[config.mk]
export PLATFORM = sky130hd
export DESIGN_NAME = ttl_ram
export DESIGN_NICKNAME = d
export VERILOG_FILES = /design/src/hw/rtl/ttl_ram.sv
export SDC_FILE = /design/constraint.sdc
export NUM_CORES = 1
export LEC_CHECK = 0
export BUFFER_PORTS_ARGS = -buffer_cell sky130_fd_sc_hd__clkbuf_2
export CORE_MARGIN = 4
export CORE_UTILIZATION = 60
export DETAILED_ROUTE_END_ITERATION = 6
export GPL_TIMING_DRIVEN = 0
export PLACE_DENSITY = 0.78
export SETUP_SLACK_MARGIN = 0.02
export SLEW_MARGIN = 5
export SYNTH_ARGS = -nofsm -noshare
export SYNTH_HDL_FRONTEND = slang
export SYNTH_SLANG_ARGS = --single-unit
[constraint.sdc]
create_clock -name i_clk -period 2.4 [get_ports i_clk]
set_input_delay 0.36 -clock i_clk [delete_from_list [all_inputs] [get_ports i_clk]]
set_output_delay 0.36 -clock i_clk [all_outputs]
set_load 0.01 [all_outputs]
[src/hw/rtl/ttl_ram.sv]
// Generic simple dual-port RAM with registered read.
module ttl_ram #(
    parameter int WIDTH = 8,
    parameter int DEPTH = 16
) (
    input  logic                     i_clk,
    input  logic                     i_we,
    input  logic [$clog2(DEPTH)-1:0] i_waddr,
    input  logic [WIDTH-1:0]         i_wdata,
    input  logic [$clog2(DEPTH)-1:0] i_raddr,
    output logic [WIDTH-1:0]         o_rdata
);
    logic [WIDTH-1:0] r_mem [DEPTH];

    always_ff @(posedge i_clk) begin
        if (i_we) begin
            r_mem[i_waddr] <= i_wdata;
        end
        o_rdata <= r_mem[i_raddr];
    end
endmodule

; ---- Word-level counts from Yosys, hierarchy flattened
; Memories as Yosys holds them, arrays and structs flattened. A register that Yosys moved wholly into a read port is not among the register bits.
; Cells that the tools add are included.
[totals]
register_bits = 0
ram_bits = 128
input_bits = 18
output_inout_bits = 8
elab_cells = 3
mem_count = 1
[mem_list]
columns = memory, words, word_bits, read_ports, rd_clocked_by_memory_dff, write_ports, line_no
row1 = r_mem, 16, 8, 1, 1, 1, 13  ; logic [WIDTH-1:0] r_mem [DEPTH];
[classes]
n_mux = 2
[op_table]
columns = cell, n
row1 = $mux 1, 2

; ---- Longest topological paths before layout
[depth]
depth_word = 2
mapped_depth = 5
mapped_depth_nobuf = 3

; ---- Worst setup path after synthesis
; Ideal clock, no wire load.
[synth_path]
path_kind = in2reg
from = input i_waddr[2]
to = memory r_mem[0][0] (enable)
setup_ps = 383
arrival_time_ps = 1470
required_time_ps = 2017
slack_ps = 547
stages = 2
n_path_buf = 0
path_cell_list = or3b_2 -> nor3_1
[synth_lines]
columns = element, line_no
row1 = from (decl), 8  ; input logic [$clog2(DEPTH)-1:0] i_waddr,
row2 = to (decl), 13
; Straight into the memory's write port.

; ---- Final worst setup path
[layout_path]
from = input i_waddr[2]
to = memory r_mem[8][7] (enable)
; Straight into the memory's write port.

==> flow_summary.json <==
{
  "r2r_cells": 3,
  "antenna_cells": 0,
  "final_nets": 290,
  "synthDistinctLibCells": 19,
  "placed_cell_area_um2": 5400,
  "io_buffers": 24,
  "cts_buffers": 17,
  "htreeDepth": 4,
  "rr_startpoint": "r_mem[5][0]",
  "crit_arrival_ns": 1.73,
  "final_area_um2": 6040,
  "syn_area_per_cell_um2": 22.5,
  "setup_violations": 0,
  "holdPathStages": 1,
  "whs_ns": 0.294,
  "dpl.cell_count": 358,
  "r2r-end": "o_rdata[0]",
  "critical_path_peak_fanout": 8,
  "worstSetupEndpointType": "flop",
  "core_um2": 8300,
  "fin_crit_sh": 0.674,
  "critPathBufInv": 1,
  "clock_latency_ns": 0.50,
  "syn_inst": 229,
  "p_per_area_nw_per_um2": 926,
  "routabilityCongestion": 0.723,
  "clock_path_buffers": 2,
  "synth.area.top_cells": "edfxtp_1 75%, mux4_2 7.9%, mux4_1 7.1%",
  "synth_top_area_frac": 0.747,
  "p_sw_mw": 1.08,
  "finalPower_mw": 5.59,
  "tns_ns": 0,
  "maxSlewViolCount": 0,
  "cts_tree": "built",
  "cp.required_ns": 2.52,
  "p_int_mw": 4.51,
  "synth-seq-area-share": 0.778,
  "final_cell_count_no_fill": 390,
  "placementRows": 33,
  "die_h_um": 101,
  "status": "finished clean",
  "combPwrFrac": 0.045,
  "synth_nets": 247,
  "grt_first_pass_wirelength_um": 14700,
  "die_w_um": 101,
  "path_clk_slew_ns": 0.06,
  "ant_nets": 0,
  "cts_root_buffer": "clkbuf_8",
  "slowest_delay_ns": 1.02,
  "layout-drive-gt1-share": 0.298,
  "grt_pass1_vias": 2430,
  "worstMarginPinSlew_ns": 1.29,
  "grtUsageTotal": 0.209,
  "hold_buffers": 0,
  "seqPwrFrac": 0.477,
  "ff2ff_setup_slack_ns": 0.93,
  "first_pass_iters": 5,
  "syn_area_um2": 5150,
  "ioPinCount": 26,
  "timing_worst_setup_path_type": "in -> reg",
  "min_from": "i_wdata[6]",
  "clkSinkCount": 136,
  "fin_crit_ns": 1.62,
  "fp.dieArea_um2": 10100,
  "post_cts_buffers": 0,
  "rsz0062_at_grt": "no",
  "wl_per_cell_um": 25.0,
  "wl_um": 9750,
  "viasPerCell": 6.38,
  "finalHoldViolCount": 0,
  "areaGrowthSynthToFinish_pct": 17.4,
  "hp-class": "in -> reg",
  "min_to": "r_mem[7][6]",
  "ys_ff_latch": 136,
  "antenna_found_initial": 0,
  "cp-start-kind": "input pin",
  "power_leakage_nw": 2.06,
  "pwr-share-clk": 0.477,
  "fill_cells": 454,
  "finClkSkew_ns": 0.00446,
  "ir_drop_mv": 0.449,
  "cp_cell_sequence": "clkbuf_2 > nand3b_1 > nor3_1",
  "slew_headroom": 0.131,
  "cpLargestDelayFamily": "simple AND/OR/NAND/NOR gates",
  "drcViolationCount": 0,
  "drv_cap": 0,
  "vias": 2487,
  "grt_max_degree": 17,
  "cp_slowest_cell": "nor3_1",
  "initial_core_util": 0.620,
  "cts.repair.resized": 0,
  "max_freq_mhz": 618,
  "overflow": 0,
  "yosys_warnings": 0,
  "p_sw_frac": 0.193,
  "drt-initial-drc-count": 387,
  "yosysTopAreaCell": "edfxtp_1",
  "dp_hpwl_um": 5890
}
==> sequential cells by signal, summed over array words and instances (netlist names) <==
| signal | flops |
|---|---|
| r_mem | 128 |
| o_rdata | 8 |
==> routing by layer <==
layer,vias to the layer above,global-route usage,share of wire
met5,-,0,0
met4,0,0.0808,0.020
met3,17,0.0623,0.092
met2,152,0.303,0.48
met1,1254,0.306,0.41
li1,1064,-,-
==> cells by family (layout without fill, tap and decap cells) <==
| group | Yosys count | in the layout | synth area share |
|---|---|---|---|
| buffers and inverters | 10 | 66 | 0.0168 |
| flip-flops | 136 | 136 | 0.778 |
| AND/OR/NAND/NOR | 35 | 35 | 0.0318 |
| AO/OA/AOI/OAI | 16 | 16 | 0.0233 |
| multiplexers | 32 | 32 | 0.150 |
==> cells in the final DEF, fill, tap and decap left out <==
cell,instances
a22oi_1,16
clkdlybuf4s25_2,3
clkinv_2,4
buf_4,1
or3b_2,1
nand3b_1,2
clkbuf_1,1
clkbuf_16,20
edfxtp_1,128
nand2_1,9
nor3_1,3
nand3_1,1
dfxtp_1,8
clkinv_4,2
nand2b_1,2
nor2b_1,1
clkbuf_8,2
nor3_2,1
clkinvlp_4,1
clkbuf_2,24
mux4_2,18
mux4_1,14
and2b_1,1
buf_2,3
and2_1,1
buf_6,3
nor2_1,13
bufinv_16,2
==> worst max path at each step <==
| stage | start | end | slack, ns | cells after the start |
|---|---|---|---|---|
| global route | i_waddr[2] | r_mem[8][7] | 0.68 | 3 |
| global placement | i_waddr[2] | r_mem[0][7] | 0.02 | 3 |
| finish | i_waddr[2] | r_mem[8][7] | 0.78 | 3 |
| CTS | i_waddr[2] | r_mem[0][0] | 0.48 | 3 |
| floorplan | i_waddr[2] | r_mem[0][0] | 0.55 | 2 |
| detailed placement | i_waddr[2] | r_mem[0][0] | -0.04 | 3 |
==> cells in the mapped netlist <==
| cell | number |
|---|---|
| nand3b_1 | 2 |
| edfxtp_1 | 128 |
| nand2_1 | 9 |
| nand2b_1 | 2 |
| a22oi_1 | 16 |
| nor2b_1 | 1 |
| buf_4 | 1 |
| mux4_1 | 14 |
| nor2_1 | 13 |
| nor3_1 | 4 |
| buf_2 | 3 |
| nand3_1 | 1 |
| clkdlybuf4s25_2 | 3 |
| dfxtp_1 | 8 |
| or3b_2 | 1 |
| mux4_2 | 18 |
| and2b_1 | 1 |
| buf_6 | 3 |
| and2_1 | 1 |
==> power by group through the flow <==
stage | clock, mW | combinational (mW) | sequential, mW
after CTS | 2.69 | 0.255 | 2.67
after detailed placement | 0 | 0.251 | 2.72
after global placement | 0 | 0.245 | 2.71
after global routing | 2.82 | 0.273 | 2.67
after floorplan | 0 | 0.135 | 2.72
final | 2.67 | 0.254 | 2.67
==> through the flow <==
step | utilization | setup slack [ns]
detailed placement | 0.651 | -0.0377
global placement | 0.651 | 0.0198
CTS | 0.727 | 0.478
floorplan | - | 0.547
finish | 0.728 | 0.783
global route | 0.728 | 0.685
==> final cells by class <==
cell class	instances	area, µm²	share of cell area
repair buffers	24	120	0.0199
clock buffers	23	532	0.0880
flip-flops and latches	136	4000	0.663
plain buffers	10	86.3	0.0143
clock inverters	9	105	0.0174
well taps	105	131	0.0217
multi-input cells	83	1060	0.176
==> worst register-to-register path, cell delays in order (launching register included) <==
cell	delay [ns]
edfxtp_1	0.35
mux4_1	0.56
a22oi_1	0.35
nand2_1	0.09
Note: power is estimated with default switching activity, not from simulation.
