File: src/hw/rtl/ttl_pkg.sv
// Shared types and constants for the lockless transposition table.
package ttl_pkg;

    // Request opcodes
    localparam logic [1:0] OP_STORE = 2'd0;
    localparam logic [1:0] OP_PROBE = 2'd1;
    localparam logic [1:0] OP_CLEAR = 2'd2;
    localparam logic [1:0] OP_NOP   = 2'd3;

    // Bound kinds
    localparam logic [1:0] BK_UPPER = 2'd0;
    localparam logic [1:0] BK_LOWER = 2'd1;
    localparam logic [1:0] BK_EXACT = 2'd2;
    localparam logic [1:0] BK_NONE  = 2'd3;

    // Configuration register indexes
    localparam int CFG_IDX_W  = 1;
    localparam int CFG_DATA_W = 15;
    localparam logic [CFG_IDX_W-1:0] CFG_CURRENT_AGE    = 1'd0;
    localparam logic [CFG_IDX_W-1:0] CFG_MATE_THRESHOLD = 1'd1;

    localparam logic [7:0]  AGE_RESET = 8'd0;
    localparam logic [14:0] THR_RESET = 15'd29000;

    localparam int SCORE_OFFSET = 32768;

    typedef struct packed {
        logic [1:0]         opcode;
        logic [63:0]        pos_key;
        logic [24:0]        move_in;
        logic signed [15:0] score_in;
        logic [1:0]         bound_kind;
        logic [5:0]         search_depth;
        logic signed [15:0] window_low;
        logic signed [15:0] window_high;
        logic [5:0]         ply;
    } t_req;

    typedef struct packed {
        logic               key_found;
        logic [24:0]        move_out;
        logic signed [15:0] score_out;
        logic               cutoff;
        logic               stored;
        logic [31:0]        hit_total;
        logic [31:0]        new_write_total;
    } t_rsp;

    typedef struct packed {
        logic [CFG_IDX_W-1:0]  reg_index;
        logic [CFG_DATA_W-1:0] wdata;
    } t_cfg_req;

    // One table slot as held in memory; the packed data word is rebuilt from it
    typedef struct packed {
        logic [63:0] check;
        logic [7:0]  age;
        logic [24:0] move;
        logic [1:0]  kind;
        logic [5:0]  depth;
        logic [15:0] score_enc;
    } t_entry;

    localparam int ENTRY_W = $bits(t_entry);

    typedef struct packed {
        logic   we;
        t_entry ent;
    } t_wr;

endpackage

File: src/hw/rtl/ttl_eval.sv
// Store and probe evaluation on one table slot: replacement, mate adjust, clamping.
module ttl_eval import ttl_pkg::*; (
    input  t_req        i_req,
    input  t_entry      i_ent,
    input  logic [7:0]  i_age,
    input  logic [14:0] i_thr,
    input  logic [31:0] i_hits,
    input  logic [31:0] i_news,
    output t_rsp        o_rsp,
    output t_wr         o_wr,
    output logic [31:0] o_hits_nx,
    output logic [31:0] o_news_nx
);
    localparam logic [15:0]        SCORE_OFS_LO = 16'(SCORE_OFFSET);
    localparam logic signed [17:0] SCORE_OFS_S  = 18'(SCORE_OFFSET);

    function automatic logic signed [15:0] sat16(input logic signed [17:0] v);
        logic signed [15:0] r;
        if (v > 18'sd32767) begin
            r = 16'sh7FFF;
        end else if (v < -18'sd32768) begin
            r = 16'sh8000;
        end else begin
            r = v[15:0];
        end
        return r;
    endfunction

    function automatic logic [63:0] pack_data(input logic [15:0] enc, input logic [5:0] depth,
                                              input logic [1:0] kind, input logic [24:0] mv);
        return {14'd0, mv, kind, 1'b0, depth, enc};
    endfunction

    logic               is_store;
    logic               is_probe;
    logic [63:0]        data_old;
    logic [63:0]        data_new;
    logic               empty;
    logic               match;
    logic               sufficient;
    logic               replace;
    logic signed [17:0] thr_s;
    logic signed [17:0] ply_s;
    logic signed [17:0] st_sc;
    logic signed [17:0] st_adj;
    logic signed [15:0] st_sat;
    logic [15:0]        st_enc;
    logic signed [17:0] pr_sc;
    logic signed [17:0] pr_adj;
    logic signed [15:0] pr_sat;
    logic signed [15:0] pr_out;
    logic               pr_cut;

    assign is_store = (i_req.opcode == OP_STORE);
    assign is_probe = (i_req.opcode == OP_PROBE);
    assign thr_s    = {3'b000, i_thr};
    assign ply_s    = {12'd0, i_req.ply};

    assign data_old   = pack_data(i_ent.score_enc, i_ent.depth, i_ent.kind, i_ent.move);
    assign empty      = (i_ent.check == 64'd0);
    assign match      = (i_ent.check == (i_req.pos_key ^ data_old));
    assign sufficient = match && (i_ent.depth >= i_req.search_depth);
    assign replace    = empty || (i_ent.age < i_age) || (i_ent.depth <= i_req.search_depth);

    // store path: mate scores pushed away from zero by ply
    always_comb begin
        st_sc = {{2{i_req.score_in[15]}}, i_req.score_in};
        if (st_sc > thr_s) begin
            st_adj = st_sc + ply_s;
        end else if (st_sc < -thr_s) begin
            st_adj = st_sc - ply_s;
        end else begin
            st_adj = st_sc;
        end
    end

    assign st_sat   = sat16(st_adj);
    assign st_enc   = st_sat + SCORE_OFS_LO;
    assign data_new = pack_data(st_enc, i_req.search_depth, i_req.bound_kind, i_req.move_in);

    always_comb begin
        o_wr.we            = is_store && replace;
        o_wr.ent.check     = i_req.pos_key ^ data_new;
        o_wr.ent.age       = i_age;
        o_wr.ent.move      = i_req.move_in;
        o_wr.ent.kind      = i_req.bound_kind;
        o_wr.ent.depth     = i_req.search_depth;
        o_wr.ent.score_enc = st_enc;
    end

    // probe path: mate scores pulled back by ply, then clamped by bound kind
    always_comb begin
        pr_sc = $signed({2'b00, i_ent.score_enc}) - SCORE_OFS_S;
        if (pr_sc > thr_s) begin
            pr_adj = pr_sc - ply_s;
        end else if (pr_sc < -thr_s) begin
            pr_adj = pr_sc + ply_s;
        end else begin
            pr_adj = pr_sc;
        end
    end

    assign pr_sat = sat16(pr_adj);

    always_comb begin
        pr_out = pr_sat;
        pr_cut = 1'b0;
        case (i_ent.kind)
            BK_UPPER: begin
                if (pr_sat <= i_req.window_low) begin
                    pr_out = i_req.window_low;
                    pr_cut = 1'b1;
                end
            end
            BK_LOWER: begin
                if (pr_sat >= i_req.window_high) begin
                    pr_out = i_req.window_high;
                    pr_cut = 1'b1;
                end
            end
            BK_EXACT: pr_cut = 1'b1;
            default:  pr_cut = 1'b0;
        endcase
    end

    assign o_hits_nx = (is_probe && sufficient && (i_hits != '1)) ? i_hits + 32'd1 : i_hits;
    assign o_news_nx = (is_store && empty && (i_news != '1)) ? i_news + 32'd1 : i_news;

    always_comb begin
        o_rsp.key_found       = is_probe && match;
        o_rsp.move_out        = (is_probe && match) ? i_ent.move : 25'd0;
        o_rsp.score_out       = (is_probe && sufficient) ? pr_out : 16'sd0;
        o_rsp.cutoff          = is_probe && sufficient && pr_cut;
        o_rsp.stored          = is_store && replace;
        o_rsp.hit_total       = o_hits_nx;
        o_rsp.new_write_total = o_news_nx;
    end
endmodule

File: config.mk
export PLATFORM = sky130hd
export DESIGN_NAME = ttl_eval
export DESIGN_NICKNAME = d
export VERILOG_FILES = /design/src/hw/rtl/ttl_pkg.sv /design/src/hw/rtl/ttl_eval.sv
export SDC_FILE = /design/constraint.sdc
export NUM_CORES = 1
export LEC_CHECK = 0
export ABC_CLOCK_PERIOD_IN_PS = 6800
export BUFFER_PORTS_ARGS = -buffer_cell sky130_fd_sc_hd__buf_2
export CORE_AREA = 2 2 252 254
export DETAILED_ROUTE_END_ITERATION = 7
export DIE_AREA = 0 0 254 256
export PLACE_DENSITY_LB_ADDON = 0.25
export SLEW_MARGIN = 10
export SYNTH_ARGS = -nofsm -noshare
export SYNTH_HDL_FRONTEND = slang
export SYNTH_SLANG_ARGS = --single-unit
File: constraint.sdc
create_clock -name vclk -period 6.8
set_input_delay 0.34 -clock vclk [all_inputs]
set_output_delay 0.34 -clock vclk [all_outputs]
set_load 0.05 [all_outputs]
# Yosys cells after proc, flatten, opt, wreduce, memory -nomap -nowiden
# Cells that the tools add are included.
[classes]
shifts = 0
n_addsub = 9
bitwise = 2
reduce_logical = 13
order_cmp = 13
muxes = 18
n_eq_ne = 6
n_div = 0
n_mul = 0
[op_table]
columns = ["op", "count"]
rows = [
  ["bitwise XOR 64 x 50 -> 64 bit", 2],
  ["2-to-1 mux 16 bit", 7],
  ["2-to-1 mux 18 bit", 4],
  ["adder 32 x 1 -> 32 bit (second input constant)", 2],
  ["equality test 64 bit", 1],
  ["logical NOT 64 bit", 1],
  ["2-to-1 mux 32 bit", 2],
  ["!= test 32 bit (second input constant)", 2],
  ["greater-than comparator 18 x 16 -> 1 bit (second input constant)", 2],
  ["less-than comparator 18 x 16 -> 1 bit (second input constant)", 2],
  ["one-hot mux 16 bit (2 select lines)", 1],
  ["2-to-1 mux 25 bit", 1],
  ["adder 17 x 7 -> 18 bit", 1],
  ["less-than comparator 16 x 18 -> 1 bit", 1],
  ["less-than comparator 17 x 18 -> 1 bit", 1],
  ["negator 15 -> 18 bit", 1],
  ["subtractor 17 x 7 -> 18 bit", 1],
  ["adder 16 x 7 -> 17 bit", 1],
  ["greater-than comparator 17 x 16 -> 1 bit", 1],
  ["subtractor 16 x 16 -> 17 bit (second input constant)", 1],
  ["subtractor 16 x 7 -> 17 bit", 1],
  ["adder 16 bit (second input constant)", 1],
  ["greater-or-equal comparator 16 bit", 1],
  ["greater-than comparator 16 bit", 1],
  ["11 further kinds", 22],
]
[totals]
mem_bits_rw = 0
wordCells = 61
mem_bits_ro = 0
latch_bits = 0
output_inout_bits = 294
mem_count = 0
register_bits = 0
input_bits = 361

# Depth between registers and ports, before layout
# Gate-level depths: netlist (run 1).
[logic_depth]
ltp_word = 11
mapped_depth = 30
depth_no_buf = 28

# Least setup slack after synthesis (run 1)
# Ideal clock, no wire load.
[synth_path]
path_kind = "input -> output"
start = "input i_thr[1]"
end = "output o_rsp[65] (netlist bit)"
n_path_buf = 2
cell_stages = 27
path_slack_ns = -0.253
t_arrival_ns = 6.713
required_ns = 6.460
path_cell_list = "inv_1 ha_1 nor4b_2 nand3_2 or3_1 xnor2_1 ha_1 a21o_1 a21o_1 a2111o_1 a2bb2oi_1 o21a_1 nor4_1 a31oi_1 xor2_1 nand2_1 ha_1 and4_1 a31oi_1 o21ai_0 nand4_1 a41oi_1 a41oi_1 or3_1 clkbuf_1 clkbuf_1 a21boi_0"
[synth_lines]
columns = ["element", "line", "rtl"]
rows = [
  ["from (decl)", "ttl_eval.sv:6", "input logic [14:0] i_thr,"],
  ["to (decl)", "ttl_eval.sv:9", "output t_rsp o_rsp,"],
]

==> load_flow_metrics.sql, run 1 <==
INSERT INTO impl_metrics (metric_group, metric, value, unit) VALUES
('power', 'switching_part_of_the_total', '68.1', '%'),
('worst_setup_path', 'crit_path_max_fanout', '7', ''),
('floorplan', 'core-area', '62400', 'sq um'),
('cells_and_area', 'layout.nets', '2419', ''),
('floorplan', 'rows', '92', ''),
('power', 'peakVddDrop', '65.7', 'uV'),
('timing', 'setup_tns', '0', 'ps'),
('power', 'report.power.total', '1.38', 'mW'),
('power', 'cell_internal_pwr', '0.442', 'mW'),
('floorplan', 'boundaryPins', '655', ''),
('synth', 'syn-cell-area', '9830', 'sq um'),
('cells_and_area', 'layout.cells.most_common', 'buf_2', ''),
('synth', 'netlist_instances', '1354', ''),
('run', 'max_cap_viol_count', '0', ''),
('power', 'sequentialPowerShare', '0', '%'),
('power', 'combPwrFrac', '100.0', '%'),
('cells_and_area', 'drive_gt1_share', '41.9', '%'),
('timing', 'final.setup.worst_slack', '155', 'ps'),
('route', 'vias_per_cell', '4.37', ''),
('global_routing', 'initial_antenna_violation_count', '8', ''),
('timing', 'fin_crit_sh', '97.7', '%'),
('min_path', 'min_delay_path_depth', '2', ''),
('worst_setup_path', 'cp.required', '6460', 'ps'),
('cells_and_area', 'final_layout_clock_buffer_total', '0', ''),
('route', 'antenna_violating_nets_post_route', '0', ''),
('synth', 'synth_nets', '1851', ''),
('route', 'first_iter_violations', '705', ''),
('status', 'status', 'completed', ''),
('power', 'p_sw', '0.943', 'mW'),
('global_routing', 'overflow', '0', ''),
('global_routing', 'wire_length_of_the_first_global_routing_pass', '80.4', 'mm'),
('cells_and_area', 'fillerInstances', '7127', ''),
('worst_setup_path', 'worstPathArrival', '6310', 'ps'),
('timing', 'tightest_slew', '824', 'ps'),
('worst_setup_path', 'critical_path.top_delay_family', 'compound AO/OA/AOI/OAI gates', ''),
('place', 'dp_slack', '-259', 'ps'),
('power', 'clock_power_share', '0', '%'),
('min_path', 'holdPathEnd', 'o_wr[53]', ''),
('synth', 'post_synth.cell_area_avg', '7.26', 'sq um'),
('cells_and_area', 'synthToLayoutAreaGrowth', '42.6', '%'),
('floorplan', 'die_height', '256', 'um'),
('route', 'drc', '0', ''),
('global_routing', 'largest_net_degree_at_the_start_of_global_routing', '27', ''),
('place', 'place.port_buffers', '655', ''),
('cells_and_area', 'register_area', '0', 'sq um'),
('timing', 'final_hold_viol_count', '0', ''),
('clock_tree', 'post_cts_hold_buffer_count', '0', ''),
('place', 'gp_congestion', '0.959', ''),
('worst_setup_path', 'crit_path_start_kind', 'input pin', ''),
('timing', 'final_max_tran_viols', '0', ''),
('global_routing', 'grt_pass1_vias', '12000', ''),
('power', 'power.leakage', '6.99', 'nW'),
('timing', 'grt_setup_unrepaired', 'true', ''),
('route', 'wl_per_cell', '21.0', 'um'),
('cells_and_area', 'commonest_cells_after_routing_fill_and_taps_aside', '643 x buf_2, 125 x ha_1, 122 x xnor2_1, 96 x nand2_1', ''),
('timing', 'worst_hold_slack', '983', 'ps'),
('synth', 'ys_types', '80', ''),
('route', 'total_via_count_in_the_routed_design', '12100', ''),
('timing', 'timing.max_slew.rel_slack', '44.5', '%'),
('worst_setup_path', 'worst_path_max_delay_cell', 'or3_4', ''),
('synth', 'synth-seq-area-share', '0', '%'),
('synth', 'synth_warnings', '0', ''),
('min_path', 'hold_path_class', 'in -> out', ''),
('global_routing', 'track_usage', '16.7', '%'),
('floorplan', 'die_x', '254', 'um'),
('power', 'power_density_of_the_placed_cells', '98.8', 'nW/um^2'),
('worst_setup_path', 'worstPathBufferInverterCount', '4', ''),
('floorplan', 'fp.dieArea', '65000', 'sq um'),
('worst_setup_path', 'crit_type', 'in -> out', ''),
('worst_setup_path', 'endpoint_kind', 'primary output', ''),
('route', 'detail_route.first_pass.iterations', '5', ''),
('route', 'routed_wl', '58.1', 'mm'),
('cells_and_area', 'post-route-util', '22.5', '%'),
('timing', 'setup_viol', '0', ''),
('timing', 'layout_min_cycle_time', '6650', 'ps'),
('place', 'hpwlAfterDp', '52.9', 'mm'),
('cells_and_area', 'layout.sequential_cells', '0', ''),
('timing', 'peak_freq', '150', 'MHz'),
('min_path', 'origin_of_the_worst_min_delay_path', 'i_age[4]', ''),
('floorplan', 'initial_utilization', '15.8', '%'),
('worst_setup_path', 'slowest_stage_delay_on_critical_path', '440', 'ps');
## synthesized netlist by cell type (all sizes together), types with 13 or more instances
library cell  instances  share of area [%]
xnor2               125                 11
inv                  95                3.6
buf                 133                 10
nor2b                14               0.89
nand3                35                1.8
and2                 35                2.2
a31oi                23                1.5
o221ai               13                1.2
o21a                 15                1.1
nand4                43                2.7
ha                  132                 17
and3                 23                1.5
xor2                 94                8.4
xnor3                17                3.9
nand2                98                3.8
nand2b               13               0.85
nor2                 91                3.5
a21o                 24                1.8
o21ai                59                3.0
nor3                 20                1.1
nor4                 38                3.0
a21oi                58                3.0
clkbuf               21               0.80
## stage by stage
step,cells,area [sq um]
final,2769,14000
after global routing,2769,14000
after CTS,2752,13700
after detailed placement,2751,13600
after global placement,2751,13600
after floorplan,1354,9890
## area by class of cell
class              instances  area, sq um  share of cell area, %
repair buffers           720         3850                   27.4
inverters                 95          357                   2.54
diodes                     3         7.51                 0.0536
well taps                846         1060                   7.55
multi-input cells       1105         8750                   62.4
## power by group through the flow
stage	Clock [mW]	Combinational, mW	Sequential, mW
2_1_floorplan	0	0.888	0
3_3_place_gp	0	1.36	0
3_5_place_dp	0	1.36	0
4_1_cts	0	1.37	0
5_1_grt	0.0000000592	1.48	0
6_report	0.0000000594	1.38	0
## what timing repair did
item / CTS / global route
buffers inserted: 1 / 14
endpoints found under the setup margin: 16 / 17
endpoints found under the hold margin: 0 / 0
pin swaps: 5 / 29
resized for setup: 13 / 62
## how the worst max path moves through the flow
stage / from / endpoint / slack, ps / depth (start not counted)
after floorplan: i_thr[1] / o_rsp[68] / 40 / 30
after global placement: i_thr[0] / o_rsp[78] / -80 / 32
after detailed placement: i_thr[0] / o_rsp[75] / -260 / 32
after CTS: i_thr[0] / o_rsp[71] / 4 / 32
after global routing: i_thr[1] / o_rsp[71] / -70 / 33
final: i_thr[1] / o_rsp[71] / 150 / 31
## cell families (layout without fill, tap and decap cells)
family	after synthesis	count (layout)	synth area share (%)
AOI/OAI and AO/OA	274	274	18.7
xor gates and xnor gates	236	236	23.5
adders and majority gates	137	137	17.7
buffers and inverters	249	815	14.4
muxes	6	6	0.662
other	0	3	0
and+or+nand+nor	452	452	25.0
## metal layers
layer | track usage, % | wire, um | up-vias
met1 | 21.8 | 25800 | 5721
met2 | 28.9 | 27700 | 494
met4 | 2.89 | 984 | 6
met5 | 0 | 36 | -
met3 | 2.48 | 3570 | 38
li1 | - | - | 5852
No activity file was read; power rests on OpenSTA's default activity.
==> inputs of run 2 (changes only) <==
--- a/config.mk
+++ b/config.mk
@@ -7,6 +7,8 @@
 export LEC_CHECK = 0
 export ABC_CLOCK_PERIOD_IN_PS = 6800
 export BUFFER_PORTS_ARGS = -buffer_cell sky130_fd_sc_hd__buf_2
+export CELL_PAD_IN_SITES_DETAIL_PLACEMENT = 0
+export CELL_PAD_IN_SITES_GLOBAL_PLACEMENT = 1
 export CORE_AREA = 2 2 252 254
 export DETAILED_ROUTE_END_ITERATION = 7
 export DIE_AREA = 0 0 254 256
==> run 2 against run 1 <==
- first-iteration DRC count fell by 26%
- worst setup slack improved by 57 ps
- worst hold slack improved by 1.4 ps
- utilization rose by 0.18 points
- non-clock buffer count rose by 7
- via count fell by 0.12%
- critical path depth did not move
- largest power group unchanged
==> load_flow_metrics.sql, run 2 (synthesis gave the netlist of run 1 again) <==
INSERT INTO impl_metrics (metric_group, metric, value, unit) VALUES
('status', 'status', 'completed', ''),
('power', 'combPwrFrac', '100.0', '%'),
('place', 'gp_congestion', '0.962', ''),
('power', 'report.power.total', '1.39', 'mW'),
('worst_setup_path', 'crit_path_max_fanout', '5', ''),
('cells_and_area', 'final_layout_clock_buffer_total', '0', ''),
('cells_and_area', 'fin_cells', '2784', ''),
('timing', 'final.setup.worst_slack', '212', 'ps'),
('power', 'cell_internal_pwr', '0.444', 'mW'),
('route', 'total_via_count_in_the_routed_design', '12100', ''),
('route', 'vias_per_cell', '4.35', ''),
('worst_setup_path', 'crit_type', 'in -> out', ''),
('floorplan', 'die_height', '256', 'um'),
('worst_setup_path', 'crit_path_start_kind', 'input pin', ''),
('cells_and_area', 'drive_gt1_share', '41.8', '%'),
('timing', 'final_hold_viol_count', '0', ''),
('worst_setup_path', 'critical_path.top_delay_family', 'compound AO/OA/AOI/OAI gates', ''),
('floorplan', 'rows', '92', ''),
('timing', 'final_max_tran_viols', '0', ''),
('global_routing', 'wire_length_of_the_first_global_routing_pass', '84.9', 'mm'),
('timing', 'fin_crit_sh', '96.9', '%'),
('global_routing', 'initial_antenna_violation_count', '15', ''),
('cells_and_area', 'post-route-util', '22.6', '%'),
('timing', 'peak_freq', '152', 'MHz'),
('timing', 'setup_viol', '0', ''),
('floorplan', 'die_x', '254', 'um'),
('cells_and_area', 'commonest_cells_after_routing_fill_and_taps_aside', '639 x buf_2, 129 x ha_1, 123 x xnor2_1, 96 x nand2_1, 94 x xor2_1', ''),
('power', 'power_density_of_the_placed_cells', '98.7', 'nW/um^2'),
('route', 'routed_wl', '62.1', 'mm'),
('global_routing', 'grt_pass1_vias', '12200', ''),
('floorplan', 'boundaryPins', '655', ''),
('worst_setup_path', 'endpoint_kind', 'primary output', ''),
('route', 'detail_route.first_pass.iterations', '5', ''),
('clock_tree', 'post_cts_hold_buffer_count', '0', ''),
('global_routing', 'overflow', '0', ''),
('route', 'wl_per_cell', '22.3', 'um'),
('floorplan', 'core-area', '62400', 'sq um'),
('timing', 'timing.max_slew.rel_slack', '27.8', '%'),
('worst_setup_path', 'cp.required', '6460', 'ps'),
('global_routing', 'largest_net_degree_at_the_start_of_global_routing', '31', ''),
('power', 'power.leakage', '7.02', 'nW'),
('floorplan', 'fp.dieArea', '65000', 'sq um'),
('power', 'clock_power_share', '0', '%'),
('cells_and_area', 'layout.nets', '2426', ''),
('timing', 'layout_min_cycle_time', '6590', 'ps'),
('power', 'switching_part_of_the_total', '68.2', '%'),
('cells_and_area', 'layout.sequential_cells', '0', ''),
('min_path', 'hold_path_class', 'in -> out', ''),
('global_routing', 'track_usage', '17.9', '%'),
('cells_and_area', 'synthToLayoutAreaGrowth', '43.7', '%'),
('worst_setup_path', 'worstPathBufferInverterCount', '4', ''),
('cells_and_area', 'layout.cells.most_common', 'buf_2', ''),
('route', 'drc', '0', ''),
('route', 'antenna_violating_nets_post_route', '0', ''),
('power', 'p_sw', '0.951', 'mW'),
('timing', 'grt_setup_unrepaired', 'true', ''),
('cells_and_area', 'finalInstanceArea', '14100', 'sq um'),
('worst_setup_path', 'worst_path_max_delay_cell', 'or3_4', ''),
('place', 'dp_slack', '-152', 'ps'),
('power', 'sequentialPowerShare', '0', '%'),
('worst_setup_path', 'slowest_stage_delay_on_critical_path', '440', 'ps'),
('place', 'place.port_buffers', '655', ''),
('place', 'hpwlAfterDp', '56.9', 'mm'),
('cells_and_area', 'register_area', '0', 'sq um'),
('place', 'place_area', '13700', 'sq um'),
('route', 'first_iter_violations', '525', ''),
('power', 'peakVddDrop', '65.9', 'uV'),
('floorplan', 'initial_utilization', '15.8', '%'),
('run', 'max_cap_viol_count', '0', ''),
('place', 'placed_cells_incl_taps', '2756', ''),
('timing', 'tightest_slew', '1070', 'ps'),
('worst_setup_path', 'worstPathArrival', '6250', 'ps');
## run 2: cell types whose count changed in the layout (fill, tap and decap cells not counted), sizes merged
cell,change
buf,+5
diode,+8
clkbuf,+2
## run 2: metrics by stage
stage          setup TNS [ps]  hold slack (ps)
2_1_floorplan               0              847
3_3_place_gp             -163              986
3_5_place_dp            -1210              985
4_1_cts                     0              985
5_1_grt                  -232              990
6_report                    0              985
## run 2: power by group through the flow
stage	logic [mW]	clock network (mW)	registers (mW)
6_report	1.39	0.000000217	0
5_1_grt	1.50	0.000000138	0
4_1_cts	1.38	0	0
3_5_place_dp	1.37	0	0
3_3_place_gp	1.37	0	0
2_1_floorplan	0.888	0	0
## run 2: timing repair
| item | in CTS | in global routing |
|---|---|---|
| gates cloned | 0 | 2 |
| pin swaps | 0 | 31 |
| resized for setup | 4 | 78 |
| setup buffers | 1 | 14 |
| endpoints found under the setup margin | 16 | 17 |
## run 2: routing by layer
layer	track usage, %	routed length, um
met5	0	10
met4	2.55	917
met3	1.62	2820
met2	32.2	30700
met1	23.5	27700
## run 2: area by class of cell
| cell class | instances | area (sq um) |
|---|---|---|
| Antenna cell | 11 | 27.5 |
| Fill cell | 7135 | 48300 |
| Tap cell | 846 | 1060 |
| Timing Repair Buffer | 727 | 3940 |
| Inverter | 95 | 362 |
| Multi-Input combinational cell | 1105 | 8740 |
## run 2: final timing paths
path / to / cells after the start / start
setup / recovery: o_rsp[71] / 31 / i_thr[1]
hold / removal: o_wr[53] / 2 / i_age[4]
